[config.mk]
export PLATFORM = sky130hd
export DESIGN_NAME = hsh_lane
export DESIGN_NICKNAME = d
export VERILOG_FILES = /design/src/rtl/hsh_pkg.sv /design/src/rtl/hsh_ram.sv /design/src/rtl/hsh_lane.sv
export VERILOG_INCLUDE_DIRS = /design/src /design/src/rtl
export SDC_FILE = /design/constraint.sdc
export NUM_CORES = 2
export LEC_CHECK = 0
export BUFFER_PORTS_ARGS = -buffer_cell sky130_fd_sc_hd__buf_2
export CAP_MARGIN = 20
export CORE_ASPECT_RATIO = 1.75
export CORE_MARGIN = 10
export CORE_UTILIZATION = 40
export DETAILED_ROUTE_END_ITERATION = 12
export GPL_ROUTABILITY_DRIVEN = 0
export MAX_ROUTING_LAYER = met4
export PLACE_DENSITY = 0.65
export SLEW_MARGIN = 10
export SYNTH_ARGS = -nofsm -noshare
export SYNTH_HDL_FRONTEND = slang
export SYNTH_SLANG_ARGS = --single-unit
[constraint.sdc]
create_clock -name i_clk -period 7.28 [get_ports i_clk]
set_input_delay 0.728 -clock i_clk [delete_from_list [all_inputs] [get_ports i_clk]]
set_output_delay 0.728 -clock i_clk [all_outputs]
set_load 0.01 [all_outputs]
[src/rtl/assert_macros.svh]
// ----------------------------------------------------------------------------
// Assertion macros
// Shared concurrent assertion forms, clocked on i_clk and disabled in reset.
// ----------------------------------------------------------------------------
`ifndef ASSERT_MACROS_SVH
`define ASSERT_MACROS_SVH

// The property must hold at every clock edge outside reset.
`define HSH_ASSERT(lbl, prop, msg) \
    lbl: assert property (@(posedge i_clk) disable iff (!i_rst_n) prop) else $error(msg);

// The condition must never be true at a clock edge outside reset.
`define HSH_NEVER(lbl, cond, msg) \
    lbl: assert property (@(posedge i_clk) disable iff (!i_rst_n) !(cond)) else $error(msg);

`endif

[src/rtl/hsh_pkg.sv]
// ----------------------------------------------------------------------------
// hsh_pkg
// Types and constants shared by the hyperplane sign hash modules.
// ----------------------------------------------------------------------------
package hsh_pkg;

    localparam int VECTOR_LENGTH_DEF    = 128;
    localparam int PLANES_DEF           = 8;
    localparam int POINT_COUNT_BITS_DEF = 20;

    localparam int PLANE_IDX_W = 3;
    localparam int ELEM_IDX_W  = 7;
    localparam int VALUE_W     = 16;
    localparam int PROD_W      = 2 * VALUE_W;
    localparam int ACC_W       = 48;
    localparam int HASH_W      = 8;
    localparam int PNUM_W      = 20;
    localparam int CFG_W       = 4;

    localparam logic [CFG_W-1:0] PLANES_USED_RESET = CFG_W'(8);

    // Result queue depth; a power of two so the pointers wrap naturally.
    localparam int OUT_FIFO_DEPTH = 4;
    localparam int OUT_PTR_W      = $clog2(OUT_FIFO_DEPTH);
    localparam int OUT_CNT_W      = $clog2(OUT_FIFO_DEPTH + 1);

    typedef enum logic {
        ACT_LOAD  = 1'b0,
        ACT_POINT = 1'b1
    } t_action;

    typedef struct packed {
        t_action                   action;
        logic [PLANE_IDX_W-1:0]    plane_index;
        logic [ELEM_IDX_W-1:0]     element_index;
        logic signed [VALUE_W-1:0] element_value;
    } t_in_item;

    typedef struct packed {
        logic [HASH_W-1:0] hash_code;
        logic [PNUM_W-1:0] point_number;
    } t_out_item;

    // Pipeline control handed from the top level to every plane lane.
    typedef struct packed {
        logic s1_valid;
        logic s2_valid;
        logic s2_last;
    } t_lane_ctl;

endpackage

[src/rtl/hsh_ram.sv]
// ----------------------------------------------------------------------------
// hsh_ram
// Generic single-write, single-read RAM with registered read data.
// ----------------------------------------------------------------------------
module hsh_ram #(
    parameter  int WIDTH = 16,
    parameter  int DEPTH = 128,
    localparam int AW    = $clog2(DEPTH)
) (
    input  logic             i_clk,
    input  logic             i_wr_en,
    input  logic [AW-1:0]    i_wr_addr,
    input  logic [WIDTH-1:0] i_wr_data,
    input  logic             i_rd_en,
    input  logic [AW-1:0]    i_rd_addr,
    output logic [WIDTH-1:0] o_rd_data
);

    logic [WIDTH-1:0] r_mem [DEPTH];
    logic [WIDTH-1:0] r_rd_data;

    always_ff @(posedge i_clk) begin
        if (i_wr_en) begin
            r_mem[i_wr_addr] <= i_wr_data;
        end
        if (i_rd_en) begin
            r_rd_data <= r_mem[i_rd_addr];
        end
    end

    assign o_rd_data = r_rd_data;

endmodule

[src/rtl/hsh_lane.sv]
// ----------------------------------------------------------------------------
// hsh_lane
// One hyperplane: weight store, product register and 48-bit accumulator.
// ----------------------------------------------------------------------------
`include "assert_macros.svh"

module hsh_lane #(
    parameter  int VECTOR_LENGTH = hsh_pkg::VECTOR_LENGTH_DEF,
    localparam int AW            = $clog2(VECTOR_LENGTH)
) (
    input  logic                              i_clk,
    input  logic                              i_rst_n,
    input  logic                              i_wr_en,
    input  logic                              i_rd_en,
    input  logic [AW-1:0]                     i_addr,
    input  logic signed [hsh_pkg::VALUE_W-1:0] i_wr_data,
    input  logic signed [hsh_pkg::VALUE_W-1:0] i_s1_value,
    input  hsh_pkg::t_lane_ctl                i_ctl,
    output logic                              o_positive
);

    logic signed [hsh_pkg::VALUE_W-1:0] weight;
    logic signed [hsh_pkg::PROD_W-1:0]  r_prod;
    logic signed [hsh_pkg::ACC_W-1:0]   r_acc;
    logic signed [hsh_pkg::ACC_W-1:0]   n_sum;
    logic signed [hsh_pkg::ACC_W-1:0]   n_acc;

    hsh_ram #(
        .WIDTH (hsh_pkg::VALUE_W),
        .DEPTH (VECTOR_LENGTH)
    ) u_weights (
        .i_clk     (i_clk),
        .i_wr_en   (i_wr_en),
        .i_wr_addr (i_addr),
        .i_wr_data (i_wr_data),
        .i_rd_en   (i_rd_en),
        .i_rd_addr (i_addr),
        .o_rd_data (weight)
    );

    always_ff @(posedge i_clk) begin
        if (i_ctl.s1_valid) begin
            r_prod <= weight * i_s1_value;
        end
    end

    always_comb begin
        n_sum = r_acc + hsh_pkg::ACC_W'(r_prod);
        n_acc = r_acc;
        if (i_ctl.s2_valid) begin
            n_acc = i_ctl.s2_last ? '0 : n_sum;
        end
    end

    always_ff @(posedge i_clk) begin
        if (!i_rst_n) begin
            r_acc <= '0;
        end else begin
            r_acc <= n_acc;
        end
    end

    // Strictly positive dot product including the element now being added.
    assign o_positive = (n_sum != '0) && !n_sum[hsh_pkg::ACC_W-1];

    `HSH_ASSERT(a_acc_cleared, i_ctl.s2_valid && i_ctl.s2_last |=> r_acc == '0,
                "accumulator not cleared after the end of a point")

endmodule

== Yosys cells after proc, flatten, opt, wreduce, memory -nomap -nowiden ==
Memories as Yosys holds them, arrays and structs flattened. A register that Yosys moved wholly into a read port is not among the register bits.
Index checks and enable logic that the tools add are counted.
Cells by class
  add/sub/neg operators: 1
  multiplexer cells: 3
  reductions and logical operators: 3
  multipliers: 1
Operators with widths (number)
  $add 48x32->48: 1
  $mux 48: 1
  $reduce_bool 48->1: 1
  $mul 16x16->32: 1
  $mux 1: 2
  $logic_and 1x1->1: 1
  $logic_not 1->1: 1
Storage, ports and cells
  output and inout port bits: 1
  memory bits (writable): 2048
  bits in registers: 80
  memories kept: 1
  input bits: 46
  word-level logic and storage cells: 11
Memories
  u_weights.r_mem: words 128, bits a word 16, read ports 1, clocked after memory_dff 1, write ports 1, line hsh_ram.sv:19  | logic [WIDTH-1:0] r_mem [DEPTH];

== Depth between registers and ports, before layout ==
  depth after elaboration: 3
  mapped depth: 25
  mapped depth without buffers: 24

== Hierarchy ==
From an unflattened synthesis, not the netlist that was laid out.
Second synthesis, totals
  cell total of the unflattened synthesis: 4748
  area, all modules: 93900.1 um^2
By module, submodules not included
  hsh_ram: area an instance 78683.0 um^2, cells each 3086, seq. area each 61979.4 um^2, instances 1
  hsh_lane: area an instance 15217.1 um^2, cells each 1662, seq. area each 1921.8 um^2, instances 1

== Least setup slack after synthesis ==
No wires, ideal clock.
  kind: input port to flip-flop
  from: input i_s1_value[7] (netlist bit)
  to: register r_prod[31] (netlist bit), data pin
  stages: 25
  data required time: 7020 ps
  slack: 214 ps
  arrival time: 6807 ps
  path buffers: 1
  setup time: 260 ps
  cell sequence: clkbuf_1 -> nand2_1 -> fa_1 -> inv_1 -> fa_1 -> inv_1 -> fa_1 -> inv_1 -> fa_1 -> fa_1 -> inv_1 -> fa_1 -> inv_1 -> ha_1 -> a21o_1 -> a21o_1 -> a21o_1 -> a21o_1 -> o311ai_1 -> a31oi_1 -> o41a_1 -> a2111o_1 -> a31o_1 -> a21oi_2 -> xnor2_1
On the way
  longest elaborated chain between the ends: 1
Ends and longest elaborated chain
  start: declaration: line hsh_lane.sv:17  | input logic signed [hsh_pkg::VALUE_W-1:0] i_s1_value,
  $mul 16x16->32: line hsh_lane.sv:43  | r_prod <= weight * i_s1_value;
  end signal: assignment: line hsh_lane.sv:43
  end: declaration: line hsh_lane.sv:23  | logic signed [hsh_pkg::PROD_W-1:0] r_prod;
No other way between the ends.
A chain may end at the register's enable or synchronous reset.

== Final worst setup path ==
  from: register u_weights.r_rd_data[8] (netlist: u_weights.o_rd_data[8]), read port of u_weights.r_mem
  to: register r_prod[31] (netlist bit), data pin
On the way
  longest elaborated chain between the ends: 1
Ends and longest elaborated chain
  start: declaration: line hsh_ram.sv:20  | logic [WIDTH-1:0] r_rd_data;
  $mul 16x16->32: line hsh_lane.sv:43
No other way between the ends.

==> metrics.txt <==
status=finished, final reports clean; Peak VDD IR=0.755 mV; post-synthesis cell type count=79; DR vias=between 50000 and 60000; ranking of synthesized cells by area=edfxtp_1 70%, a22oi_1 6.6%, fa_1 5.9%, ha_1 1.8%, a22o_1 1.3%; Core Area=~0.22 mm^2; crit path buf inv count=6; gr usage total=0.221; Worst Hold End=r_acc[0]; area leader, netlist=edfxtp_1; Synth Flop Type=edfxtp_1; Max-Cap Viols=0; final period utilization=0.966; overflow left after global routing=0; Pleak=33.1 nW; first-pass GRT wire length=385000 um; clk slew on worst S/H paths=70 ps; mux cell area share after synthesis=0.000738; vias in the first global route=54600; CTS Buf Count=185; Initial Utilization=0.402; initial antenna violation count=21; Mapped Avg Cell Area=between 15 and 20 um^2; Rel. slew slack=0.185; net count after synthesis=6121; top-area cell type share of the netlist area=0.700; Final Cell Area=between 0.1 and 0.15 mm^2; slew at the pin closest to its max-slew limit=between 1000 and 1500 ps; Post-route DRC=0; critical-path maximum fanout=5; Rows=230; most frequent cells in the layout=2096 x edfxtp_1, 792 x a22oi_1, 304 x inv_1; Max Root-Sink Buffers=4; wire per inst=30.1 um; antenna-violating nets left=0; Fmax=142 MHz; HPWL after DPL=169000 um; Clock Sinks=2144; Vias/cell=6.06; most common cell after layout, fill and taps aside=edfxtp_1; sequential fraction of the synthesis area=0.711; Final Max Slew Viols=0; first-pass detailed-route iteration total=9; Async SR Flop Fraction=0; CP top delay family=adder cells; Die W=378 um; yosys warns=0; Root Driver=clkbuf_16; r2r setup slk=250 ps; Fin. Hold Viols=0; register bit total from synthesis=2144; crit path DAT=7620 ps; CP peak stage delay=550 ps; pre-CTS setup slack=-180 ps; cts hold-fix bufs=0; hold_sp=i_ctl[0]; Post-Layout Cell Count=8920; critical path data required time=a little under 8000 ps; Post-Syn Instances=5683; post-synthesis cell area=0.0899 mm^2; Setup CP Type=reg2reg; Post-synth EDFFs=2096; reg-to-reg endpoint=r_prod[31]; Inst Count DP=8565; Critical Path Sink Type=flip-flop; Die ar.=~0.24 mm^2; final-stage net count=around 6300; hold depth=4; Synth Area in Simple Gates=0.0497; TritonCTS clock tree=done; Post-Route WL=around 270000 um; R2R depth=25; Area Growth Syn to Fin=12.2%; HP Class=in2reg; setup violators final=0; Post-Route Setup TNS=0 ps; crit-path most repeated cell=fa_1; port bufs=46; Slowest cell on crit path=fa_1; placed cell areas=0.0950 mm^2; Die Ht=647 um; worst-skew pair later-pin latency=890 ps; main combinational cell family by area after synthesis=compound AO/OA/AOI/OAI gates; Synth Area in XOR/XNOR=0.00643; Post-Route Skew=86.1 ps; min Tclk post-route=7030 ps; final core utilization=0.451; RSZ-0062 raised after global routing=no; Worst Slack Setup Final=250 ps; Post-Synth Adder-Cell Area=0.0765; # IOs=47; H-tree depth=4; pin count of the biggest net entering global routing=97; fraction of layout cells with a size suffix above 1=0.106; filler cell count=19100; FF-to-FF Start=u_weights.o_rd_data[8]; initial DRC count=roughly 5900; CP Launch Type=flip-flop; PwrDens=approximately 380 mW/mm^2; Compound-Gate Fraction of Synth Area=0.129; critical path depth=25
## worst max-delay path by stage
stage               slack, ps                    from          to
finish                    250  u_weights.o_rd_data[8]  r_prod[31]
global route               20  u_weights.o_rd_data[8]  r_prod[31]
CTS                        60  u_weights.o_rd_data[7]  r_prod[31]
detailed placement       -180           i_s1_value[4]  r_prod[31]
global placement         -150           i_s1_value[4]  r_prod[31]
floorplan                 210           i_s1_value[7]  r_prod[31]
## layer usage
| metal | wire, um | GRT usage | vias up | part of all wire |
|---|---|---|---|---|
| met5 | 0 | - | - | 0 |
| met4 | 23500 | 0.166 | 0 | 0.087 |
| met3 | 19400 | 0.0280 | 679 | 0.072 |
| met2 | 138000 | 0.375 | 2771 | 0.51 |
| met1 | 88500 | 0.235 | 27800 | 0.33 |
| li1 | - | - | 22800 | - |
## where the power goes
| part | switching [W] | internal (W) | leakage [nW] |
|---|---|---|---|
| registers | 0.000142 | 0.0143 | 19.3 |
| logic | 0.00814 | 0.00555 | 10.9 |
| clock network | 0.00442 | 0.00535 | 2.86 |
## cell families after synthesis
kind of cell | count (synthesis)
DFF | 2144
AOI/OAI and AO/OA | 1546
and+or+nand+nor | 880
buffers and inverters | 651
adders and majority gates | 392
xor gates and xnor gates | 66
muxes | 4
## worst register-to-register path: stages, from the launching register on
cell      delay, ps
edfxtp_1        530
buf_4           230
and2_1          150
fa_1            530
inv_1            50
fa_1            420
fa_1            550
inv_1            60
fa_1            450
fa_1            550
inv_1            60
fa_1            480
inv_1            50
ha_1            190
a21o_1          180
a21o_1          170
a21o_1          190
a21o_1          210
o311ai_2        310
buf_4           170
a31oi_1         120
o41a_1          350
a2111o_1        370
a31o_1          220
a21oi_2         140
xnor2_1          70
## synthesized netlist by cell type, drive strengths merged (4+ instances only)
library cell,number
dfxtp,48
and4,5
and2,133
o2111ai,10
or4,7
a21boi,7
clkbuf,238
a22oi,792
o21a,17
a31oi,82
xnor2,41
a221oi,132
o21bai,13
o31a,4
nor2,206
or3,8
ha,129
nor3,39
xor2,25
a211oi,10
a22o,132
nand2,200
fa,263
a21o,30
a21oi,120
o31ai,5
o21ai,65
edfxtp,2096
or2,7
buf,108
and3,7
nor4,32
a211o,4
nand2b,14
nand3,40
a41oi,61
nand4,121
a32o,4
o211ai,27
nor2b,49
inv,304
## metrics by stage
stage / hold WS, ps / power, W
after floorplan: 448 / 0.0238
after global placement: 460 / 0.0281
after detailed placement: 474 / 0.0284
after CTS: 247 / 0.0381
after global routing: 291 / 0.0399
final: 272 / 0.0379
## timing repair
action / CTS / global route
setup buffers: 0 / 5
gates resized for setup: 0 / 1
endpoints found under the setup margin: 0 / 2
## final cells by class
type / instances / area (um^2) / share of cell area
multi-input combinational: 2888 / 23700 / 0.235
clock inverter: 111 / 1050 / 0.0105
sequential: 2144 / 63900 / 0.633
inverter: 305 / 1140 / 0.0113
tap: 2900 / 3630 / 0.0360
antenna: 21 / 52.6 / 0.000521
clock buffer: 218 / 4770 / 0.0473
timing repair buffer: 333 / 2640 / 0.0262
## sequential cells by signal, indices dropped and copies added (netlist names)
register and count:
u_weights.r_mem 2048, r_prod 32, u_weights.o_rd_data 16, r_acc 48
(Power assumes the default switching activity.)
