==> src/rtl/assert_macros.svh <==
// ----------------------------------------------------------------------------
// Assertion macros
// Shared concurrent assertion forms, clocked on i_clk and disabled in reset.
// ----------------------------------------------------------------------------
`ifndef ASSERT_MACROS_SVH
`define ASSERT_MACROS_SVH

// The property must hold at every clock edge outside reset.
`define HSH_ASSERT(lbl, prop, msg) \
    lbl: assert property (@(posedge i_clk) disable iff (!i_rst_n) prop) else $error(msg);

// The condition must never be true at a clock edge outside reset.
`define HSH_NEVER(lbl, cond, msg) \
    lbl: assert property (@(posedge i_clk) disable iff (!i_rst_n) !(cond)) else $error(msg);

`endif

==> src/rtl/hsh_pkg.sv <==
// ----------------------------------------------------------------------------
// hsh_pkg
// Types and constants shared by the hyperplane sign hash modules.
// ----------------------------------------------------------------------------
package hsh_pkg;

    localparam int VECTOR_LENGTH_DEF    = 128;
    localparam int PLANES_DEF           = 8;
    localparam int POINT_COUNT_BITS_DEF = 20;

    localparam int PLANE_IDX_W = 3;
    localparam int ELEM_IDX_W  = 7;
    localparam int VALUE_W     = 16;
    localparam int PROD_W      = 2 * VALUE_W;
    localparam int ACC_W       = 48;
    localparam int HASH_W      = 8;
    localparam int PNUM_W      = 20;
    localparam int CFG_W       = 4;

    localparam logic [CFG_W-1:0] PLANES_USED_RESET = CFG_W'(8);

    // Result queue depth; a power of two so the pointers wrap naturally.
    localparam int OUT_FIFO_DEPTH = 4;
    localparam int OUT_PTR_W      = $clog2(OUT_FIFO_DEPTH);
    localparam int OUT_CNT_W      = $clog2(OUT_FIFO_DEPTH + 1);

    typedef enum logic {
        ACT_LOAD  = 1'b0,
        ACT_POINT = 1'b1
    } t_action;

    typedef struct packed {
        t_action                   action;
        logic [PLANE_IDX_W-1:0]    plane_index;
        logic [ELEM_IDX_W-1:0]     element_index;
        logic signed [VALUE_W-1:0] element_value;
    } t_in_item;

    typedef struct packed {
        logic [HASH_W-1:0] hash_code;
        logic [PNUM_W-1:0] point_number;
    } t_out_item;

    // Pipeline control handed from the top level to every plane lane.
    typedef struct packed {
        logic s1_valid;
        logic s2_valid;
        logic s2_last;
    } t_lane_ctl;

endpackage

==> src/rtl/hsh_out_fifo.sv <==
// ----------------------------------------------------------------------------
// hsh_out_fifo
// Small result queue that decouples the pipeline from the output side.
// ----------------------------------------------------------------------------
`include "assert_macros.svh"

module hsh_out_fifo (
    input  logic                               i_clk,
    input  logic                               i_rst_n,
    input  logic                               i_push,
    input  hsh_pkg::t_out_item                 i_push_data,
    output logic                               o_valid,
    input  logic                               i_ready,
    output hsh_pkg::t_out_item                 o_data,
    output logic [hsh_pkg::OUT_CNT_W-1:0]      o_count
);

    hsh_pkg::t_out_item                 r_mem [hsh_pkg::OUT_FIFO_DEPTH];
    logic [hsh_pkg::OUT_PTR_W-1:0]      r_wr_ptr;
    logic [hsh_pkg::OUT_PTR_W-1:0]      r_rd_ptr;
    logic [hsh_pkg::OUT_CNT_W-1:0]      r_count;
    logic                               pop;

    assign pop = o_valid && i_ready;

    always_ff @(posedge i_clk) begin
        if (i_push) begin
            r_mem[r_wr_ptr] <= i_push_data;
        end
    end

    always_ff @(posedge i_clk) begin
        if (!i_rst_n) begin
            r_wr_ptr <= '0;
            r_rd_ptr <= '0;
            r_count  <= '0;
        end else begin
            if (i_push) begin
                r_wr_ptr <= r_wr_ptr + hsh_pkg::OUT_PTR_W'(1);
            end
            if (pop) begin
                r_rd_ptr <= r_rd_ptr + hsh_pkg::OUT_PTR_W'(1);
            end
            if (i_push && !pop) begin
                r_count <= r_count + hsh_pkg::OUT_CNT_W'(1);
            end else if (pop && !i_push) begin
                r_count <= r_count - hsh_pkg::OUT_CNT_W'(1);
            end
        end
    end

    assign o_valid = (r_count != '0);
    assign o_data  = r_mem[r_rd_ptr];
    assign o_count = r_count;

    `HSH_NEVER(a_no_overflow,
               i_push && (r_count == hsh_pkg::OUT_CNT_W'(hsh_pkg::OUT_FIFO_DEPTH)),
               "result pushed into a full queue")

endmodule

==> config.mk <==
export PLATFORM = sky130hd
export DESIGN_NAME = hsh_out_fifo
export DESIGN_NICKNAME = d
export VERILOG_FILES = /design/src/rtl/hsh_pkg.sv /design/src/rtl/hsh_out_fifo.sv
export VERILOG_INCLUDE_DIRS = /design/src /design/src/rtl
export SDC_FILE = /design/constraint.sdc
export NUM_CORES = 1
export LEC_CHECK = 0
export BUFFER_PORTS_ARGS = -buffer_cell sky130_fd_sc_hd__buf_4
export CAP_MARGIN = 20
export CORE_MARGIN = 1.5
export CORE_UTILIZATION = 63
export CTS_BUF_LIST = sky130_fd_sc_hd__clkbuf_8
export DETAILED_ROUTE_END_ITERATION = 10
export GPL_TIMING_DRIVEN = 0
export PLACE_DENSITY = 0.95
export SLEW_MARGIN = 25
export SYNTH_ARGS = -nofsm -noshare
export SYNTH_HDL_FRONTEND = slang
export SYNTH_SLANG_ARGS = --single-unit
==> constraint.sdc <==
create_clock -name i_clk -period 3.8 [get_ports i_clk]
set_clock_uncertainty 0.2 [all_clocks]
set_input_delay 1.14 -clock i_clk [delete_from_list [all_inputs] [get_ports i_clk]]
set_output_delay 1.14 -clock i_clk [all_outputs]
set_load 0.1 [all_outputs]
* After elaboration in Yosys (flattened, before gate mapping)
Memory sizes are Yosys's and may differ from the RTL's. A register that Yosys moved wholly into a read port is not among the register bits. Cells that the tools add are included.
Word-level totals: register bits 7, bits in writable memories 112, output and inout port bits 32, word-level logic and storage cells 21, memories kept 1
Memories:
- r_mem | depth 4, width 28, rd ports 1, clocked after Yosys merged registers in 1, wr ports 1, line hsh_out_fifo.sv:18 | hsh_pkg::t_out_item r_mem [hsh_pkg::OUT_FIFO_DEPTH];
Cells by class: add/sub/neg operators 4, muxes and demuxes 6, reduce and logical (&&, ||, !) cells 7
Operator list (count):
- 2-to-1 mux 3 bit | 2
- adder 2 x 1 -> 2 bit (second input constant) | 2
- 2-to-1 mux 2 bit | 2
- adder 3 x 1 -> 3 bit (second input constant) | 1
- logical AND 1 bit | 3
- nonzero test 3 bit | 1
- subtractor 3 x 1 -> 3 bit (second input constant) | 1
- logical NOT 1 bit | 2
- 2-to-1 mux 1 bit | 2
- nonzero test 2 bit | 1

* Logic depth before layout (Yosys ltp)
Gate-level depths: netlist (run 1).
depth after elaboration 5, gate-level depth with buffers 7

* Worst setup path after synthesis (run 1)
OpenSTA, ideal clock, no wires.
kind register to output, start point reg r_count (netlist bit o_count[0]), end point out o_valid, data arrival time 1.910 ns, data required time 2.460 ns, path slack 0.550 ns, stages on the path, launching flop included 2, cell sequence dfxtp_1 -> or3_1
Between the ends: longest elaborated chain between the ends 1
RTL lines:
- start, declared | line hsh_out_fifo.sv:21 | logic [hsh_pkg::OUT_CNT_W-1:0] r_count;
- start signal, assigned | line hsh_out_fifo.sv:45 | r_count <= r_count + hsh_pkg::OUT_CNT_W'(1);
- start signal, assigned | line hsh_out_fifo.sv:47 | r_count <= r_count - hsh_pkg::OUT_CNT_W'(1);
- nonzero test 3 bit | line hsh_out_fifo.sv:52 | assign o_valid = (r_count != '0);
- end, declared | line hsh_out_fifo.sv:12 | output logic o_valid,
No other way between the ends.

==> results of run 1 <==
## power breakdown
part / switching (uW) / internal, uW
Clock: 467 / 568
Sequential: 49.4 / 1540
Combinational: 1320 / 504
Total: 1840 / 2620
## metrics by stage
step / util / std cells / cell area (sq um)
3_5_place_dp: 0.7496 / 348 / 5177
3_3_place_gp: 0.7460 / 347 / 5152
4_1_cts: 0.8029 / 379 / 5545
2_1_floorplan: - / 188 / 4559
5_1_grt: 0.8029 / 379 / 5545
6_report: 0.8029 / 379 / 5545
## routing by layer
metal | track usage | share of wire | up-vias
li1 | - | - | 954
met5 | 0 | 0 | -
met4 | 0.08239 | 0.0073 | 0
met1 | 0.2517 | 0.38 | 1067
met3 | 0.07823 | 0.083 | 6
met2 | 0.3664 | 0.53 | 101
## registers in the layout, summed over array words and instances, names as in the netlist, named ones only
name	cells
r_mem	112
o_count	3
r_rd_ptr	2
r_wr_ptr	2
## worst paths after layout
kind                             startpoint     endpoint  slack [ns]  cells past startpoint
worst max register to register   o_count[1]   o_count[2]        1.53                      7
worst min register to register  r_wr_ptr[1]  r_wr_ptr[1]        0.36                      2
worst max-delay path               register    o_data[0]        0.59                      4
worst min-delay path            r_wr_ptr[1]  r_wr_ptr[1]        0.36                      2
## cells in the final DEF (no fill, tap or decap), types with 3 or more instances in the layout
cell          n
clkinvlp_4    4
dfxtp_1       9
inv_1         3
xnor2_1       3
buf_12        3
clkinv_2      3
mux4_2       20
mux4_1        8
edfxtp_1    112
and2_2        4
buf_2         3
ha_1          5
buf_4        63
and2_1        5
clkbuf_8     17
clkinv_1      3
## worst max-delay path, cell delays in order (launching register included)
cell and delay (ns):
dfxtp_1 0.33, buf_6 0.18, buf_12 0.16, mux4_2 0.53, buf_4 0.25
## logic make-up after synthesis
group | count (synthesis) | share of synthesized area
flip-flops | 121 | 0.7772
AND/OR/NAND/NOR | 13 | 0.01784
AO/OA/AOI/OAI | 4 | 0.01098
adder cells (fa/ha/maj) | 6 | 0.01811
buffers and inverters | 9 | 0.01701
multiplexers | 30 | 0.1493
XOR/XNOR | 5 | 0.009607
## layout make-up
type	instances	area (sq um)	area share
inverters	3	11.26	0.002031
repair buffers	64	493.0	0.08890
well taps	96	120.1	0.02166
clock buffers	17	234.0	0.04219
flip-flops and latches	121	3543	0.6390
plain buffers	6	66.31	0.01196
clock inverters	14	133.9	0.02414
multi-input cells	58	943.4	0.1701
==> run_results.csv, run 1 <==
group,metric,value,unit
place,dp_hpwl,4.666,mm
pwr,p_total,4453,uW
place,routabilityCongestion,0.6770,
timing,tns,0,ns
synthesis,synth.area.top_cells,"edfxtp_1 (74%), mux4_2 (9.9%), mux4_1 (4.6%), dfxtp_1 (4.0%), ha_1 (1.4%)",
synthesis,ys.flop_type,"edfxtp_1",
clocking,cts_sinks,121,
clocking,htree_levels,4,
grt,grt-ovfl-total,0,
grt,grt_pass1_vias,2255,
synthesis,netlist_area,0.004559,sq mm
synthesis,postSynth.asyncResetShare,0,
pwr,p_per_area,803.1,mW/mm^2
grt,grt_pass1_wl,11.43,mm
synthesis,ys_warn_count,0,
clocking,clock_path_buffers,2,
grt,grt.total_usage,0.2150,
min_path,worstHoldPathType,"register to register",
timing,fmax,311.3,MHz
synthesis,yosysTopAreaCell,"edfxtp_1",
floorplanning,io_pins,64,
timing,holdWs,0.3648,ns
detailed_routing,vias,2128,
timing,hold_viol,0,
floorplanning,start_util,0.6601,
setup_path,crit_required,2.46,ns
place,pre_cts_slack,0.8977,ns
synthesis,synth_edf_count,112,
finish,n_fill_cell,373,
run,maxCapViolCount,0,
timing,worst_slack,0.5875,ns
floorplanning,die_w,88.07,microns
timing,slew_headroom,0.4984,
finish,diodes,0,
setup_path,endpoint_kind,"output pin",
clocking,post_cts_resized,0,
grt,grt_max_degree,29,
clocking,post_cts_buffers,0,
setup_path,cp_max_fo,10,
clocking,clk_pin_slew,0.06,ns
synthesis,synth_commonest_cells,"edfxtp_1 (112), mux4_2 (20), and2_1 (9), dfxtp_1 (9), mux4_1 (8)",
timing,setup_viol,0,
finish,fin_nets,309,
clocking,clkLatencyLatePin,0.41,ns
pwr,p_leak,0.001932,uW
clocking,cts_root_buffer,"clkbuf_8",
timing,drv_slew,0,
synthesis,synth_most_common_cell,"edfxtp_1",
setup_path,cp.arrival,1.87,ns
timing,period_share,0.8454,
detailed_routing,finalWirelength,7.432,mm
finish,areaGrowthSynthToFinish,21.62,%
detailed_routing,drtPass1Iterations,5,
grt,antenna_found_initial,0,
floorplanning,die_h,88.07,microns
floorplanning,fp-row-count,30,
setup_path,crit_type,"register to output pin",
place,io_buffers,63,
synthesis,synth_nets,226,
detailed_routing,drc,0,
synthesis,syn-mean-instance-area,24.25,sq um
synthesis,yosysTopAreaCellShare,0.7377,
detailed_routing,antenna_left,0,
detailed_routing,drtIter0Drc,101,
clocking,tritoncts,"done",
floorplanning,die_area,0.007756,sq mm
timing,worstMarginPinSlew,0.7524,ns
synthesis,synth_seq_cells,121,
run_status,outcome,"finished clean",
floorplanning,core_area,0.006907,sq mm
clocking,postCtsHoldBufs,0,
setup_path,startpoint_type,"register",
synthesis,syn_inst,188,
detailed_routing,via_per_inst,5.615,
detailed_routing,wl_per_cell,19.61,microns
finish,drive_gt1_frac,0.4382,
clocking,cts_made_buffers,17,
timing,rsz0062_at_grt,"no",
pwr,vdd_drop_max,662.2,uV
synthesis,synth_cell_types,20,
synthesis,synth_seq_area_share,0.7772,
timing,period_needed,3.212,ns
No activity file was read; power rests on OpenSTA's default activity.
==> run 2: changes to the inputs <==
CORE_UTILIZATION = 53   (was 63)
PLACE_DENSITY = 0.88   (was 0.95)
clock period = 2.75 ns   (was 3.8 ns; I/O delays follow)
==> run_results.csv, run 2 (same netlist as run 1, synthesis figures left out) <==
group,metric,value,unit
clocking,cts_root_buffer,"clkbuf_8",
setup_path,crit_type,"register to output pin",
setup_path,worstReg2RegEnd,"o_count[2]",
pwr,power.internal,4053,uW
finish,diodes,0,
place,dp_hpwl,4.547,mm
detailed_routing,drc,0,
finish,final_util,0.7092,
setup_path,r2r-start,"o_count[1]",
pwr,p_switching,2645,uW
detailed_routing,drtPass1Iterations,5,
detailed_routing,antenna_left,0,
setup_path,cp.arrival,1.81,ns
grt,grt.total_usage,0.1778,
pwr,p_clk_frac,0.240,
grt,grt-ovfl-total,0,
finish,areaGrowthSynthToFinish,28.46,%
grt,antenna_found_initial,0,
timing,fmax,352.4,MHz
floorplanning,die_h,95.75,microns
place,dp.cells,358,
finish,final_common_cell,"edfxtp_1",
place,routabilityCongestion,0.6680,
clocking,clock_path_buffers,2,
timing,worst_slack,-0.08773,ns
setup_path,endpoint_kind,"output pin",
pwr,p_seq_frac,0.331,
detailed_routing,vias,2141,
timing,period_share,1.032,
finish,largest-register,"r_mem",
finish,n_fill_cell,533,
detailed_routing,drtIter0Drc,87,
setup_path,r2r_slack,0.55,ns
grt,grt_pass1_vias,2170,
finish,fin_nets,315,
run,maxCapViolCount,0,
clocking,clkLatencyLatePin,0.42,ns
setup_path,reg2regPathDepth,7,
place,pre_cts_slack,0.1724,ns
pwr,switching_share,0.3949,
finish,drive_gt1_frac,0.4931,
min_path,worstHoldPathType,"register to register",
setup_path,crit_required,1.73,ns
pwr,vdd_drop_max,641.7,uV
timing,drv_slew,0,
floorplanning,start_util,0.5521,
clocking,cts_sinks,121,
min_path,whs_endpoint,"o_count[2]",
setup_path,cp_max_fo,7,
clocking,cts_made_buffers,17,
clocking,tritoncts,"done",
min_path,min-delay-start,"o_count[2]",
timing,rsz0062_at_grt,"yes",
finish,layout_common_cells,"edfxtp_1 (112), buf_4 (39), mux4_2 (26)",
setup_path,startpoint_type,"register",
grt,grt_pass1_wl,11.09,mm
detailed_routing,finalWirelength,7.574,mm
place,io_buffers,63,
pwr,combPwrFrac,0.430,
run_status,violations,"negative setup slack",
timing,worstMarginPinSlew,0.7810,ns
timing,hold_viol,0,
detailed_routing,wl_per_cell,19.17,microns
floorplanning,die_area,0.009168,sq mm
clocking,postCtsHoldBufs,0,
timing,setup_viol,28,
floorplanning,fp-row-count,33,
min_path,whs_path_depth,2,
detailed_routing,via_per_inst,5.420,
pwr,p_per_area,1144,mW/mm^2
timing,slew_headroom,0.4793,
floorplanning,io_pins,64,
run_status,outcome,"complete, but fails checks",
floorplanning,die_w,95.75,microns
pwr,p_leak,0.002065,uW
clocking,htree_levels,4,
finish,largest_reg_flops,112,
timing,period_needed,2.838,ns
finish,fin_cells,395,
clocking,clk_pin_slew,0.08,ns
floorplanning,core_area,0.008258,sq mm
grt,grt_max_degree,29,
-- run 2: changes by cell type in the layout (fill, tap and decap cells not counted), moves of 3 or more --
cell        change
buf_2           -3
mux4_1          -6
buf_8           +5
buf_12          +3
clkinvlp_4      -4
clkinv_1        -3
inv_4           +4
mux4_2          +6
dfxtp_2         +3
dfxtp_1         -4
buf_6          +19
buf_4          -24
-- run 2: through the flow --
stage | hold slack [ns] | instance area, sq um | total power (uW) | TNS, ns
after floorplan | 0.3276 | 4563 | 4309 | 0
after global placement | 0.3274 | 5167 | 4750 | 0
after detailed placement | 0.3325 | 5228 | 4792 | 0
after CTS | 0.3472 | 5762 | 6567 | -2.998
after global routing | 0.3702 | 5857 | 6927 | -3.516
final | 0.3411 | 5857 | 6698 | -1.567
-- run 2: final cells by class --
cell class / instances / area [sq um] / share of cell area
sequential: 121 / 3551 / 0.6063
multi-input combinational: 58 / 920.9 / 0.1572
timing repair buffer: 70 / 750.7 / 0.1282
clock buffer: 19 / 261.5 / 0.04465
clock inverter: 13 / 147.6 / 0.02521
tap: 105 / 131.4 / 0.02243
buffer: 6 / 82.58 / 0.01410
inverter: 3 / 11.26 / 0.001923
-- run 2: worst max path at each step --
stage,startpoint,end,slack (ns),cells after the start
CTS,register,o_data[20],-0.15,4
floorplan,o_count[0],o_valid,0.20,1
finish,register,o_data[20],-0.09,4
global placement,i_push,r_mem[1][3],0.04,2
global route,register,o_data[20],-0.15,4
detailed placement,i_ready,o_count[2],0.17,8
-- run 2: routing by layer --
layer | up-vias | wire, microns | track usage
met5 | - | 0 | 0
met4 | 0 | 79 | 0.07721
met3 | 10 | 452 | 0.06951
met2 | 75 | 3981 | 0.2864
met1 | 1089 | 3060 | 0.2135
li1 | 967 | - | -
-- run 2: power by group through the flow --
stage               Combinational, uW  Sequential [uW]  Clock (uW)
floorplan                        1970             2330           0
global placement                 2510             2240           0
detailed placement               2550             2240           0
CTS                              2720             2210        1640
global route                     2980             2220        1730
finish                           2880             2210        1610
-- run 2: timing repair --
action                     in CTS  in global routing
gates cloned                    1                  2
buffers inserted                0                  2
gates resized for setup        33                 20
setup endpoints to repair      28                 28
-- run 2: worst max-delay path, cell delays in order (launching register included) --
cell and delay, ns:
dfxtp_4 0.37, buf_12 0.14, buf_12 0.13, mux4_2 0.55
buf_12 0.19
